$ cat src/rtl/sra_pkg.sv
// ----------------------------------------------------------------------------
// sra_pkg - skyline rectangle allocator shared types
// Field widths, controller states and the command/status bundles that run
// between the controller and the datapath.
// ----------------------------------------------------------------------------
package sra_pkg;

  localparam int RECT_W     = 8;  // rect_width / rect_height
  localparam int PAGE_IDX_W = 2;  // page_index
  localparam int POS_W      = 7;  // pos_x / pos_y

  typedef enum logic [3:0] {
    ST_CLEAR,
    ST_IDLE,
    ST_PAGE_INIT,
    ST_WIN_READ,
    ST_WIN_WAIT,
    ST_EVAL,
    ST_PICK,
    ST_PAGE_DONE,
    ST_OPEN,
    ST_RAISE
  } sra_state_t;

  typedef struct packed {
    logic clr_step;
    logic load;
    logic page_first;
    logic page_next;
    logic page_init;
    logic win_read;
    logic eval;
    logic pick;
    logic open_page;
    logic raise;
    logic emit_ok;
    logic emit_fail;
  } sra_cmd_t;

  typedef struct packed {
    logic clr_last;
    logic req_bad;
    logic none_open;
    logic i_last;
    logic x_last;
    logic found;
    logic page_last;
    logic pages_full;
  } sra_stat_t;

endpackage

$ cat src/rtl/sra_ctrl.sv
// ----------------------------------------------------------------------------
// sra_ctrl - allocator sequencer
// Clears the skyline after reset, then walks pages and start columns for
// each request and commands the datapath step by step.
// ----------------------------------------------------------------------------
module sra_ctrl import sra_pkg::*; (
  input  logic      clk,
  input  logic      rst,
  input  logic      start,
  output logic      busy,
  input  sra_stat_t stat,
  output sra_cmd_t  cmd
);

  sra_state_t state, state_next;

  always_ff @(posedge clk) begin
    if (rst) begin
      state <= ST_CLEAR;
    end else begin
      state <= state_next;
    end
  end

  always_comb begin
    state_next = state;
    cmd        = '0;
    busy       = (state != ST_IDLE);
    case (state)
      ST_CLEAR: begin
        cmd.clr_step = 1'b1;
        if (stat.clr_last) begin
          state_next = ST_IDLE;
        end
      end
      ST_IDLE: begin
        if (start) begin
          if (stat.req_bad) begin
            cmd.emit_fail = 1'b1;
          end else begin
            cmd.load       = 1'b1;
            cmd.page_first = 1'b1;
            state_next     = stat.none_open ? ST_OPEN : ST_PAGE_INIT;
          end
        end
      end
      ST_PAGE_INIT: begin
        cmd.page_init = 1'b1;
        state_next    = ST_WIN_READ;
      end
      ST_WIN_READ: begin
        cmd.win_read = 1'b1;
        if (stat.i_last) begin
          state_next = ST_WIN_WAIT;
        end
      end
      ST_WIN_WAIT: begin
        // last column of the span lands in the accumulators here
        state_next = ST_EVAL;
      end
      ST_EVAL: begin
        cmd.eval   = 1'b1;
        state_next = ST_PICK;
      end
      ST_PICK: begin
        cmd.pick   = 1'b1;
        state_next = stat.x_last ? ST_PAGE_DONE : ST_WIN_READ;
      end
      ST_PAGE_DONE: begin
        if (stat.found) begin
          state_next = ST_RAISE;
        end else if (!stat.page_last) begin
          cmd.page_next = 1'b1;
          state_next    = ST_PAGE_INIT;
        end else if (stat.pages_full) begin
          cmd.emit_fail = 1'b1;
          state_next    = ST_IDLE;
        end else begin
          state_next = ST_OPEN;
        end
      end
      ST_OPEN: begin
        cmd.open_page = 1'b1;
        state_next    = ST_RAISE;
      end
      ST_RAISE: begin
        cmd.raise = 1'b1;
        if (stat.i_last) begin
          cmd.emit_ok = 1'b1;
          state_next  = ST_IDLE;
        end
      end
      default: begin
        state_next = ST_CLEAR;
      end
    endcase
  end

endmodule

$ cat config.mk
export PLATFORM = sky130hd
export DESIGN_NAME = sra_ctrl
export DESIGN_NICKNAME = d
export VERILOG_FILES = /design/src/rtl/sra_pkg.sv /design/src/rtl/sra_ctrl.sv
export SDC_FILE = /design/constraint.sdc
export NUM_CORES = 1
export LEC_CHECK = 0
export BUFFER_PORTS_ARGS = -buffer_cell sky130_fd_sc_hd__buf_2
export CAP_MARGIN = 20
export CORE_AREA = 2 2 39 41
export CTS_CLUSTER_DIAMETER = 50
export DETAILED_ROUTE_END_ITERATION = 16
export DIE_AREA = 0 0 41 43
export PLACE_DENSITY = 0.73
export SYNTH_ARGS = -nofsm -noshare
export SYNTH_HDL_FRONTEND = slang
export SYNTH_SLANG_ARGS = --single-unit
$ cat constraint.sdc
create_clock -name clk -period 1.48 [get_ports clk]
set_input_delay 0.148 -clock clk [delete_from_list [all_inputs] [get_ports clk]]
set_output_delay 0.148 -clock clk [all_outputs]
set_load 0.03 [all_outputs]
==> Flow_metrics.wiki, run 1 <==
{| class="wikitable"
! Metric !! Value
|-
| Part of the total power dissipated in sequential elements || between 20% and 30%
|-
| Dpl hpwl || approximately 930 um
|-
| Number of primary I/O pins || 24
|-
| Die width || 41 um
|-
| Cell internal power dissipation || about 0.35 mW
|-
| Startpoint of the lowest-slack register-to-register path || state[3]
|-
| Placeable core region || 0.00138 mm^2
|-
| Via count of the first global-routing pass || 488
|-
| Die footprint || 0.00176 mm^2
|-
| Clock power share || 24.3%
|-
| Final count of negative-setup-slack endpoints || 3
|-
| # nets final || 105
|-
| Cell type group with the largest total delay on the critical path || simple AND/OR/NAND/NOR gates
|-
| Number of placement rows || 14
|-
| Timing-limited maximum frequency || 0.664 GHz
|-
| Number of different library cells in the post-synthesis netlist || 30
|-
| Total global-route track usage || 15.5%
|-
| Dpl cells || around 100
|-
| Source of the worst hold timing path || rst
|-
| Static leakage power || ~0.34 nW
|-
| Switching part of the total || 39.7%
|-
| Grt total ovfl || 0
|-
| Critical path type || reg2out
|-
| Remaining DRCs || 0
|-
| Synthesized area per cell || between 6 and 7 um^2
|-
| Routed WL || between 1000 and 1500 um
|-
| Maximum number of pins on one net before global-route repair || 11
|-
| Number of pins with negative max-slew slack in the final report || 0
|-
| Max Cap Violations || 0
|-
| Share of the clock period used by the worst path || 102%
|-
| Reported net switching power || 0.229 mW
|-
| Slew at the pin closest to its max-slew limit || 0.372 ns
|-
| Post-synthesis sequential area ratio || 18.5%
|-
| Total inserted antenna cells || 0
|-
| # port buffers || 23
|-
| Register bit count reported by yosys || 4
|-
| Initial cell density of the core || 31.3%
|-
| Biggest register || state
|-
| Mean routed wirelength per cell || 11.1 um
|-
| Layout overhead on the synthesized area || 61.3%
|-
| Worst-case clock skew || 0.00288 ns
|-
| Count of antenna-violating nets left after detailed routing || 0
|-
| Dpl ws || 0.102 ns
|-
| Number of clock sinks seen by CTS || 4
|-
| Min cycle time layout || 1.51 ns
|-
| Post-Synthesis Net Count || 74
|-
| Ordered list of cells on the worst path || buf_6 -> nand4b_1 -> nor3_2 -> buf_4
|-
| Critical path launch point type || flip-flop
|-
| Clock insertion delay at the later pin of the skew report || 0.24 ns
|-
| Antenna violations before repair || 0
|-
| Worst slew margin relative to its limit || 74.9%
|-
| Non-filler instance count after layout || 108
|-
| TritonCTS clock tree || done
|-
| Logic pwr share || 52.6%
|-
| Worst Slack Setup Final || -0.0262 ns
|-
| CTS H-Tree Depth || 1
|-
| Final worst hold slack || 0.118 ns
|-
| Number of endpoints with negative hold slack in the final report || 0
|-
| Category of the worst setup path capture point || primary output
|-
| Global-route wire length before repair || 1900 um
|-
| Synth Instances || 63
|-
| Via count || 549
|-
| Layout cell share with drive strength beyond 1 || 54.3%
|-
| Hold WC Path Type || in2reg
|-
| Clock buffers created by TritonCTS || 3
|-
| Final Power || 0.578 mW
|-
| Max reg flops || 4
|-
| Required @ worst endpoint || approximately 1.3 ns
|-
| Violations in the final reports || negative setup slack
|-
| Via density per instance || 5.08
|-
| Clock edge transition at the registers on the reported setup and hold paths || 0.04 ns
|-
| Slowest cell on the critical path || sky130_fd_sc_hd__dfxtp_2
|-
| Crit path max fanout || 10
|-
| Delay contributed by the slowest stage of the critical path || 0.36 ns
|-
| Number of buffers and inverters on the critical path || 2
|-
| First-pass iteration count of the detailed router || 4
|-
| Power per cell area || around 830 mW/mm^2
|-
| Synth Cell Area || between 400 and 500 um^2
|-
| Largest registers || state (4)
|-
| Launch point of the critical path || state[1]
|-
| Number of design-rule violations left by the first detailed-router iteration || 5
|-
| Crit path DAT || between 1 and 1.5 ns
|-
| Status || finished with violations
|-
| Vertical extent of the die || 43 um
|-
| Buffer cell driving the clock tree root || sky130_fd_sc_hd__clkbuf_4
|-
| Buffers from clock root to sink, at most || 2
|-
| Setup repair after global routing missed its margin || yes
|-
| RePlAce Congestion || between 0.8 and 0.9
|-
| YS warnings || 0
|-
| IR drop worst, VDD || 0.399 mV
|}
per-layer routing:
layer / vias up / routed length (um) / GRT usage (%)
met4: 0 / 9 / 4.00
met2: 22 / 594 / 26.3
li1: 286 / - / -
met3: 2 / 87 / 4.71
met5: - / 0 / 0
met1: 239 / 511 / 17.9
synthesized netlist by cell type (all sizes together):
| cell | count | area [um^2] |
|---|---|---|
| inv | 7 | 26.3 |
| nor3 | 7 | 35.0 |
| buf | 5 | 27.5 |
| nand2 | 5 | 21.3 |
| o21ai | 5 | 25.0 |
| a21oi | 4 | 20.0 |
| dfxtp | 4 | 80.1 |
| nand2b | 4 | 25.0 |
| nor2 | 4 | 15.0 |
| nor4 | 2 | 12.5 |
| a211o | 1 | 8.76 |
| a211oi | 1 | 7.51 |
| a2bb2oi | 1 | 15.0 |
| a41o | 1 | 10.0 |
| and2 | 1 | 6.26 |
| nand3 | 1 | 5.00 |
| nand3b | 1 | 7.51 |
| nand4b | 1 | 8.76 |
| nor2b | 1 | 6.26 |
| nor3b | 1 | 7.51 |
| nor4b | 1 | 15.0 |
| o221a | 1 | 11.3 |
| o2bb2ai | 1 | 8.76 |
| o31ai | 1 | 7.51 |
| or4 | 1 | 11.3 |
| xor2 | 1 | 8.76 |
worst register-to-register path, cell delays in order (launching register included):
cell and delay (ns):
sky130_fd_sc_hd__dfxtp_4 0.35, sky130_fd_sc_hd__or4_4 0.56, sky130_fd_sc_hd__a2bb2oi_2 0.17, sky130_fd_sc_hd__a21oi_1 0.15, sky130_fd_sc_hd__nor3_1 0.06
cell families after synthesis:
family / share of synthesized area, %
AND/OR/NAND/NOR: 40.7
AO/OA/AOI/OAI: 26.3
XOR/XNOR: 2.02
buffers and inverters: 12.4
flip-flops: 18.5
layout by cell type, fill, tap and decap left out, types with 2 or more instances in the layout:
master / instances
sky130_fd_sc_hd__dfxtp_2: 3
sky130_fd_sc_hd__inv_1: 4
sky130_fd_sc_hd__clkbuf_4: 4
sky130_fd_sc_hd__nand2b_1: 4
sky130_fd_sc_hd__buf_6: 5
sky130_fd_sc_hd__nor2_1: 3
sky130_fd_sc_hd__buf_2: 17
sky130_fd_sc_hd__nor4_1: 2
sky130_fd_sc_hd__buf_4: 8
sky130_fd_sc_hd__nand2_1: 4
sky130_fd_sc_hd__a21oi_1: 4
sky130_fd_sc_hd__o21ai_0: 4
sky130_fd_sc_hd__nor3_1: 5
sky130_fd_sc_hd__inv_2: 3
layout make-up:
class / count / area (um^2)
repair buffers: 31 / 209
well taps: 16 / 20.0
flip-flops and latches: 4 / 87.6
inverters: 7 / 26.3
fillers: 144 / 686
clock buffers: 3 / 22.5
multi-input cells: 47 / 333
power by group through the flow:
stage,Clock (mW),Sequential [mW],Combinational (mW)
floorplan,0,0.125,0.206
global placement,0,0.129,0.267
detailed placement,0,0.131,0.271
CTS,0.147,0.133,0.304
global route,0.156,0.134,0.333
finish,0.141,0.133,0.304
final timing paths:
kind	cells past startpoint	slack [ns]	to
worst max-delay path	4	-0.03	cmd[8]
worst min-delay path	2	0.12	state[1]
worst max register to register	4	0.07	state[1]
worst min register to register	2	0.61	state[2]
metrics by stage:
| step | cell area [um^2] | TNS, ns | util [%] |
|---|---|---|---|
| after CTS | 673 | -0.0297 | 48.6 |
| after global routing | 698 | -0.393 | 50.5 |
| after detailed placement | 596 | 0 | 43.0 |
| after global placement | 596 | 0 | 43.0 |
| after floorplan | 462 | -0.251 | - |
| final | 698 | -0.0435 | 50.5 |
timing repair:
action	4_1_cts	5_1_grt
resized for setup	17	1
hold buffers	0	0
setup buffers	1	3
setup endpoints to repair	7	6
pin swaps	5	4
(Power assumes the default switching activity.)
==> run 2, diff against run 1 <==
ABC_AREA = 1   (was not set)
CTS_BUF_LIST = sky130_fd_sc_hd__clkbuf_8 sky130_fd_sc_hd__clkbuf_16   (was not set)
HOLD_SLACK_MARGIN = 0.05   (was not set)
PLACE_DENSITY = 0.77   (was 0.73)
==> Flow_metrics.wiki, run 2 <==
{| class="wikitable"
! Metric !! Value
|-
| Status || completed (was finished with violations)
|-
| Clock power share || 19.1% (was 24.3%)
|-
| Number of clock sinks seen by CTS || 4 (unchanged)
|-
| Via count || 612 (was 549)
|-
| Critical path type || reg2out (unchanged)
|-
| Category of the worst setup path capture point || primary output (unchanged)
|-
| Critical path launch point type || flip-flop (unchanged)
|-
| # nets final || 136 (was 105)
|-
| Layout Utilization || 49.1% (was 50.5%)
|-
| Number of pins with negative max-slew slack in the final report || 0 (unchanged)
|-
| Reported net switching power || 0.607 mW (was 0.229 mW)
|-
| CTS H-Tree Depth || 1 (unchanged)
|-
| Dpl hpwl || 1050 um (was 934 um)
|-
| Slew at the pin closest to its max-slew limit || 0.213 ns (was 0.372 ns)
|-
| Maximum number of pins on one net before global-route repair || 7 (was 11)
|-
| Dominant cells by area after synthesis || sky130_fd_sc_hd__nand2_1, sky130_fd_sc_hd__dfxtp_1, sky130_fd_sc_hd__nor2_1 (was sky130_fd_sc_hd__dfxtp_1, sky130_fd_sc_hd__nor3_1, sky130_fd_sc_hd__nand2b_1)
|-
| Cell with the most instances after synthesis || sky130_fd_sc_hd__nand2_1 (was sky130_fd_sc_hd__nor3_1)
|-
| Via count of the first global-routing pass || 555 (was 488)
|-
| Worst-case clock skew || 0.00105 ns (was 0.00288 ns)
|-
| Crit path max fanout || 5 (was 10)
|-
| Synthesized area per cell || 4.99 um^2 (was 6.87 um^2)
|-
| Final count of negative-setup-slack endpoints || 0 (was 3)
|-
| Number of endpoints with negative hold slack in the final report || 0 (unchanged)
|-
| Cell types with the highest counts after synthesis || sky130_fd_sc_hd__nand2_1, sky130_fd_sc_hd__nor2_1, sky130_fd_sc_hd__inv_1, sky130_fd_sc_hd__nand3_1, sky130_fd_sc_hd__inv_2 (was sky130_fd_sc_hd__nor3_1, sky130_fd_sc_hd__inv_1)
|-
| Mean routed wirelength per cell || 9.07 um (was 11.1 um)
|-
| Initial cell density of the core || 35.0% (was 31.3%)
|-
| Commonest cells after routing, fill and taps aside || sky130_fd_sc_hd__nand2_1, sky130_fd_sc_hd__buf_2, sky130_fd_sc_hd__nor2_1 (was sky130_fd_sc_hd__buf_2, sky130_fd_sc_hd__buf_4, sky130_fd_sc_hd__nor3_1, sky130_fd_sc_hd__buf_6)
|-
| Biggest register || state (unchanged)
|-
| Setup repair after global routing missed its margin || no (was yes)
|-
| Max reg flops || 4 (unchanged)
|-
| Grt total ovfl || 0 (unchanged)
|-
| Post-synthesis sequential area ratio || 16.5% (was 18.5%)
|-
| Dpl ws || 0.186 ns (was 0.102 ns)
|-
| Antenna violations before repair || 0 (unchanged)
|-
| Static leakage power || 0.459 nW (was 0.337 nW)
|-
| Launch point of the critical path || state[0] (was state[1])
|-
| Number of design-rule violations left by the first detailed-router iteration || 10 (was 5)
|-
| Most area-hungry cell type in the Yosys netlist || sky130_fd_sc_hd__nand2_1 (was sky130_fd_sc_hd__dfxtp_1)
|-
| Number of cells on the worst reg-to-reg path || 9 (was 4)
|-
| TritonCTS clock tree || done (unchanged)
|-
| Global-route wire length before repair || 1990 um (was 1900 um)
|-
| Buffers from clock root to sink, at most || 2 (unchanged)
|-
| Crit path DAT || 1.24 ns (was 1.36 ns)
|-
| YS warnings || 0 (unchanged)
|-
| Buffer cell driving the clock tree root || sky130_fd_sc_hd__clkbuf_8 (was sky130_fd_sc_hd__clkbuf_4)
|-
| Setup tns final || 0 ns (was -0.0435 ns)
|-
| # port buffers || 23 (unchanged)
|-
| Vertical extent of the die || 43 um (unchanged)
|-
| Number of primary I/O pins || 24 (unchanged)
|-
| Min cycle time layout || 1.39 ns (was 1.51 ns)
|-
| Timing-limited maximum frequency || 0.720 GHz (was 0.664 GHz)
|-
| Cell area after placement || 619 um^2 (was 596 um^2)
|-
| Power per cell area || 1710 mW/mm^2 (was 827 mW/mm^2)
|-
| Top FF cell, synth || sky130_fd_sc_hd__dfxtp_1 (unchanged)
|-
| Cell internal power dissipation || 0.554 mW (was 0.349 mW)
|-
| Switching part of the total || 52.3% (was 39.7%)
|-
| RePlAce Congestion || 0.850 (was 0.883)
|-
| Register bit count reported by yosys || 4 (unchanged)
|-
| Die width || 41 um (unchanged)
|-
| Total inserted antenna cells || 0 (unchanged)
|-
| Async set-or-reset flop fraction in the synthesized netlist || 0% (unchanged)
|-
| Max Cap Violations || 0 (unchanged)
|-
| Part of the total power dissipated in sequential elements || 17.7% (was 23.0%)
|-
| Via density per instance || 4.40 (was 5.08)
|-
| Layout cell share with drive strength beyond 1 || 39.8% (was 54.3%)
|-
| Post-Synthesis Net Count || 108 (was 74)
|-
| Clock insertion delay at the later pin of the skew report || 0.21 ns (was 0.24 ns)
|-
| Leading cell type in the layout, fill and taps excluded || sky130_fd_sc_hd__nand2_1 (was sky130_fd_sc_hd__buf_2)
|-
| Fraction of synthesized cell area taken by the top area cell type || 21.7% (was 18.5%)
|-
| Min-Delay Path Depth || 2 (unchanged)
|-
| Share of the clock period used by the worst path || 93.9% (was 102%)
|-
| Design area || 679 um^2 (was 698 um^2)
|-
| Largest registers || state (4) (unchanged)
|-
| Placeable core region || 0.00138 mm^2 (unchanged)
|-
| Clock buffers created by TritonCTS || 3 (unchanged)
|-
| Post-synth EDFFs || 0 (unchanged)
|-
| Required @ worst endpoint || 1.33 ns (about the same)
|-
| Number of different library cells in the post-synthesis netlist || 13 (was 30)
|-
| IR drop worst, VDD || 0.999 mV (was 0.399 mV)
|-
| Synth Instances || 97 (was 63)
|-
| Routed WL || 1260 um (was 1200 um)
|-
| Clock edge transition at the registers on the reported setup and hold paths || 0.03 ns (was 0.04 ns)
|-
| Worst Slack Setup Final || 0.0908 ns (was -0.0262 ns)
|-
| Hold WC Path Type || in2reg (unchanged)
|-
| Worst slew margin relative to its limit || 85.8% (was 74.9%)
|-
| Source of the worst hold timing path || rst (unchanged)
|-
| Number of hold buffers added after CTS || 0 (unchanged)
|-
| Layout overhead on the synthesized area || 40.3% (was 61.3%)
|-
| Remaining DRCs || 0 (unchanged)
|-
| Number of placement rows || 14 (unchanged)
|-
| Die footprint || 0.00176 mm^2 (unchanged)
|-
| Logic pwr share || 63.2% (was 52.6%)
|-
| Count of antenna-violating nets left after detailed routing || 0 (unchanged)
|-
| Total global-route track usage || 16.1% (was 15.5%)
|-
| Synth Cell Area || 484 um^2 (was 433 um^2)
|-
| Startpoint of the lowest-slack register-to-register path || state[2] (was state[3])
|-
| First-pass iteration count of the detailed router || 2 (was 4)
|}
==> run 2: cell count changes in the layout (fill, tap and decap cells not counted), sizes merged, moves of 2 or more <==
| cell | previous run | this run |
|---|---|---|
| nor4 | 2 | 0 |
| a21oi | 4 | 1 |
| nor3 | 7 | 0 |
| nand3 | 1 | 9 |
| nand2b | 4 | 0 |
| inv | 7 | 23 |
| nor2 | 4 | 25 |
| nand2 | 5 | 31 |
| buf | 30 | 22 |
| o21ai | 5 | 2 |
==> run 2: worst paths after layout <==
kind | slack [ns] | end
min reg2reg | 0.56 | state[1]
max reg2reg | 0.23 | state[3]
min | 0.1 | state[2]
max | 0.09 | cmd[0]
==> run 2: cells by family (layout without fill, tap and decap cells) <==
kind of cell | after synthesis | in the layout | synth area share [%]
DFF | 4 | 4 | 16.5
buffers and inverters | 24 | 50 | 19.4
AOI/OAI and AO/OA | 4 | 4 | 4.65
and+or+nand+nor | 65 | 65 | 59.4
==> run 2: area by class of cell <==
type                    count  area (um^2)
clock buffers               3         41.3
repair buffers             24          128
flip-flops and latches      4         83.8
multi-input cells          69          320
well taps                  16         20.0
inverters                  23         86.3
fillers                   166          704
==> run 2: repair_timing <==
action                     CTS  global route
setup endpoints to repair    3             6
pin swaps                    1             0
setup buffers                1             0
resized for setup            0             6
hold endpoints to repair     0             0
==> run 2: metrics by stage <==
step	total power, mW	hold slack, ns	std cells
finish	1.16	0.0973	139
CTS	1.15	0.101	139
floorplan	0.747	0.220	97
global placement	0.892	0.322	135
global route	1.27	0.107	139
detailed placement	0.904	0.327	135
==> run 2: worst max-delay path, stage by stage (launching register included) <==
cell	delay, ns
sky130_fd_sc_hd__dfxtp_1	0.42
sky130_fd_sc_hd__nand2_1	0.11
sky130_fd_sc_hd__inv_2	0.10
sky130_fd_sc_hd__nand2_1	0.07
sky130_fd_sc_hd__o21ai_1	0.12
sky130_fd_sc_hd__buf_2	0.20
==> run 2: per-layer routing <==
metal  track usage, %  up-vias  wire, um
li1                 -      339         -
met1             18.6      254       535
met2             27.5       17       645
met3             1.57        2        66
met4             7.33        0        13
met5                0        -         0
==> run 2: power by group through the flow <==
stage,logic [mW],clock network [mW],registers [mW]
6_report,0.734,0.222,0.206
5_1_grt,0.825,0.238,0.208
4_1_cts,0.719,0.231,0.200
3_5_place_dp,0.703,0,0.202
3_3_place_gp,0.694,0,0.198
2_1_floorplan,0.556,0,0.190
==> run 3, diff against run 2 <==
ABC_AREA = not set   (was 1)
CELL_PAD_IN_SITES_DETAIL_PLACEMENT = 0   (was not set)
CELL_PAD_IN_SITES_GLOBAL_PLACEMENT = 1   (was not set)
CORE_AREA = not set   (was 2 2 39 41)
CORE_MARGIN = 1.5   (was not set)
CORE_UTILIZATION = 27   (was not set)
DIE_AREA = not set   (was 0 0 41 43)
PLACE_DENSITY = 0.85   (was 0.77)
==> Flow_metrics.wiki, run 3 (synthesis results as in run 1) <==
{| class="wikitable"
! Metric !! Value
|-
| Number of endpoints with negative hold slack in the final report || 0 (unchanged)
|-
| Crit path max fanout || 7 (was 5)
|-
| Non-filler instance count after layout || 108 (was 139)
|-
| Max Cap Violations || 0 (unchanged)
|-
| Timing-limited maximum frequency || 0.674 GHz (was 0.720 GHz)
|-
| Clock buffers created by TritonCTS || 3 (unchanged)
|-
| Total global-route track usage || 14.6% (was 16.1%)
|-
| Remaining DRCs || 0 (unchanged)
|-
| Buffer cell driving the clock tree root || sky130_fd_sc_hd__clkbuf_8 (unchanged)
|-
| Commonest cells after routing, fill and taps aside || sky130_fd_sc_hd__buf_2, sky130_fd_sc_hd__buf_4, sky130_fd_sc_hd__nor3_1, sky130_fd_sc_hd__buf_6 (was sky130_fd_sc_hd__nand2_1, sky130_fd_sc_hd__buf_2, sky130_fd_sc_hd__nor2_1)
|-
| Routed WL || 1360 um (was 1260 um)
|-
| Met2 GRT Util || 21.5% (was 27.5%)
|-
| # nets final || 105 (was 136)
|-
| Delay contributed by the slowest stage of the critical path || 0.34 ns (was 0.42 ns)
|-
| Share of the clock period used by the worst path || 100% (was 93.9%)
|-
| Dpl hpwl || 946 um (was 1050 um)
|-
| Required @ worst endpoint || 1.33 ns (about the same)
|-
| Worst Slack Setup Final || -0.00458 ns (was 0.0908 ns)
|-
| Status || finished with violations (was completed)
|-
| Setup repair after global routing missed its margin || yes (was no)
|-
| # port buffers || 23 (unchanged)
|-
| Number of clock sinks seen by CTS || 4 (unchanged)
|-
| Ordered list of cells on the worst path || buf_6 -> nand4b_1 -> o31ai_2 -> buf_4 (was nand2_1 -> inv_2 -> nand2_1 -> o21ai_1 -> buf_2)
|-
| Slowest cell on the critical path || sky130_fd_sc_hd__dfxtp_2 (was sky130_fd_sc_hd__dfxtp_1)
|-
| Busiest layer in global routing || met2 (unchanged)
|-
| Total inserted antenna cells || 0 (unchanged)
|-
| Violations in the final reports || negative setup slack
|-
| Number of buffers and inverters on the critical path || 2 (unchanged)
|-
| Hold WC Path Type || in2reg (unchanged)
|-
| TritonCTS clock tree || done (unchanged)
|-
| Global-route met1 utilization || 17.4% (was 18.6%)
|-
| Critical path type || reg2out (unchanged)
|-
| Mean routed wirelength per cell || 12.6 um (was 9.07 um)
|-
| Min cycle time layout || 1.48 ns (was 1.39 ns)
|-
| Vertical extent of the die || 43.0 um (was 43 um)
|-
| Layout overhead on the synthesized area || 68.8% (was 40.3%)
|-
| Static leakage power || 0.348 nW (was 0.459 nW)
|-
| Via density per instance || 5.31 (was 4.40)
|-
| Die width || 43.0 um (was 41 um)
|-
| Number of pins with negative max-slew slack in the final report || 0 (unchanged)
|-
| Antenna violations before repair || 0 (unchanged)
|-
| Biggest register || state (unchanged)
|-
| Final count of negative-setup-slack endpoints || 1 (was 0)
|-
| Via count of the first global-routing pass || 486 (was 555)
|-
| Fraction of met3 tracks used by global routing || 3.83% (was 1.57%)
|-
| Cell type group with the largest total delay on the critical path || flip-flops (unchanged)
|-
| Category of the worst setup path capture point || primary output (unchanged)
|-
| Slew at the pin closest to its max-slew limit || 0.317 ns (was 0.213 ns)
|-
| Worst-case clock skew || 0.00493 ns (was 0.00105 ns)
|-
| CTS H-Tree Depth || 1 (unchanged)
|-
| Clock insertion delay at the later pin of the skew report || 0.23 ns (was 0.21 ns)
|-
| Die footprint || 0.00185 mm^2 (was 0.00176 mm^2)
|-
| Via count || 573 (was 612)
|-
| Layout Utilization || 48.5% (was 49.1%)
|-
| Dpl cells || 101 (was 135)
|-
| Largest registers || state (4) (unchanged)
|-
| IR drop worst, VDD || 0.444 mV (was 0.999 mV)
|-
| Power per cell area || 960 mW/mm^2 (was 1710 mW/mm^2)
|-
| Count of antenna-violating nets left after detailed routing || 0 (unchanged)
|-
| Leading cell type in the layout, fill and taps excluded || sky130_fd_sc_hd__buf_2 (was sky130_fd_sc_hd__nand2_1)
|-
| Number of placement rows || 14 (unchanged)
|-
| RePlAce Congestion || 0.808 (was 0.850)
|-
| Max reg flops || 4 (unchanged)
|-
| Number of primary I/O pins || 24 (unchanged)
|-
| Number of hold buffers added after CTS || 0 (unchanged)
|-
| Worst slew margin relative to its limit || 78.7% (was 85.8%)
|-
| Layout cell share with drive strength beyond 1 || 56.5% (was 39.8%)
|-
| Buffers from clock root to sink, at most || 2 (unchanged)
|-
| Crit path DAT || 1.34 ns (was 1.24 ns)
|-
| Maximum number of pins on one net before global-route repair || 12 (was 7)
|-
| First-pass iteration count of the detailed router || 4 (was 2)
|-
| Initial cell density of the core || 28.7% (was 35.0%)
|-
| Grt total ovfl || 0 (unchanged)
|-
| Critical path launch point type || flip-flop (unchanged)
|-
| Placeable core region || 0.00151 mm^2 (was 0.00138 mm^2)
|-
| Global-route wire length before repair || 2000 um (was 1990 um)
|-
| Clock edge transition at the registers on the reported setup and hold paths || 0.04 ns (was 0.03 ns)
|-
| Number of design-rule violations left by the first detailed-router iteration || 8 (was 10)
|}
## run 3: what timing repair did
action	in CTS	in global routing
pin swaps	4	5
gates resized for setup	17	5
setup endpoints to repair	6	6
buffers inserted	1	3
## run 3: power breakdown
part	switching [mW]	internal, mW
sequential	0.0158	0.119
combinational	0.175	0.147
clock	0.0702	0.175
## run 3: cell type report
cell class / instances / area, um^2
fill: 149 / 776
clock buffer: 3 / 41.3
multi-input combinational: 47 / 347
sequential: 4 / 90.1
inverter: 7 / 26.3
timing repair buffer: 31 / 206
tap: 16 / 20.0
## run 3: final timing paths
path | from | endpoint | slack (ns) | cells after the start
worst max register to register | state[1] | state[3] | 0.06 | 4
worst min register to register | state[3] | state[2] | 0.63 | 2
worst max-delay path | state[0] | cmd[0] | -0.005 | 4
worst min-delay path | rst | state[2] | 0.13 | 2
## run 3: through the flow
| step | area [um^2] | hold WS (ns) | setup slack [ns] | setup TNS [ns] | total power [mW] |
|---|---|---|---|---|---|
| 6_report | 731 | 0.130 | -0.00458 | -0.00458 | 0.701 |
| 5_1_grt | 731 | 0.147 | -0.0628 | -0.203 | 0.732 |
| 4_1_cts | 691 | 0.133 | -0.00330 | -0.00330 | 0.685 |
| 3_5_place_dp | 596 | 0.369 | 0.0593 | 0 | 0.402 |
| 3_3_place_gp | 596 | 0.375 | 0.103 | 0 | 0.400 |
| 2_1_floorplan | 462 | 0.225 | -0.221 | -0.251 | 0.331 |
## run 3: layer usage
metal / routed length (um) / up-vias / share of wire, %
met4: 38 / 0 / 2.8
met5: 0 / - / 0
li1: - / 288 / -
met3: 89 / 5 / 6.6
met1: 576 / 255 / 42
met2: 653 / 25 / 48
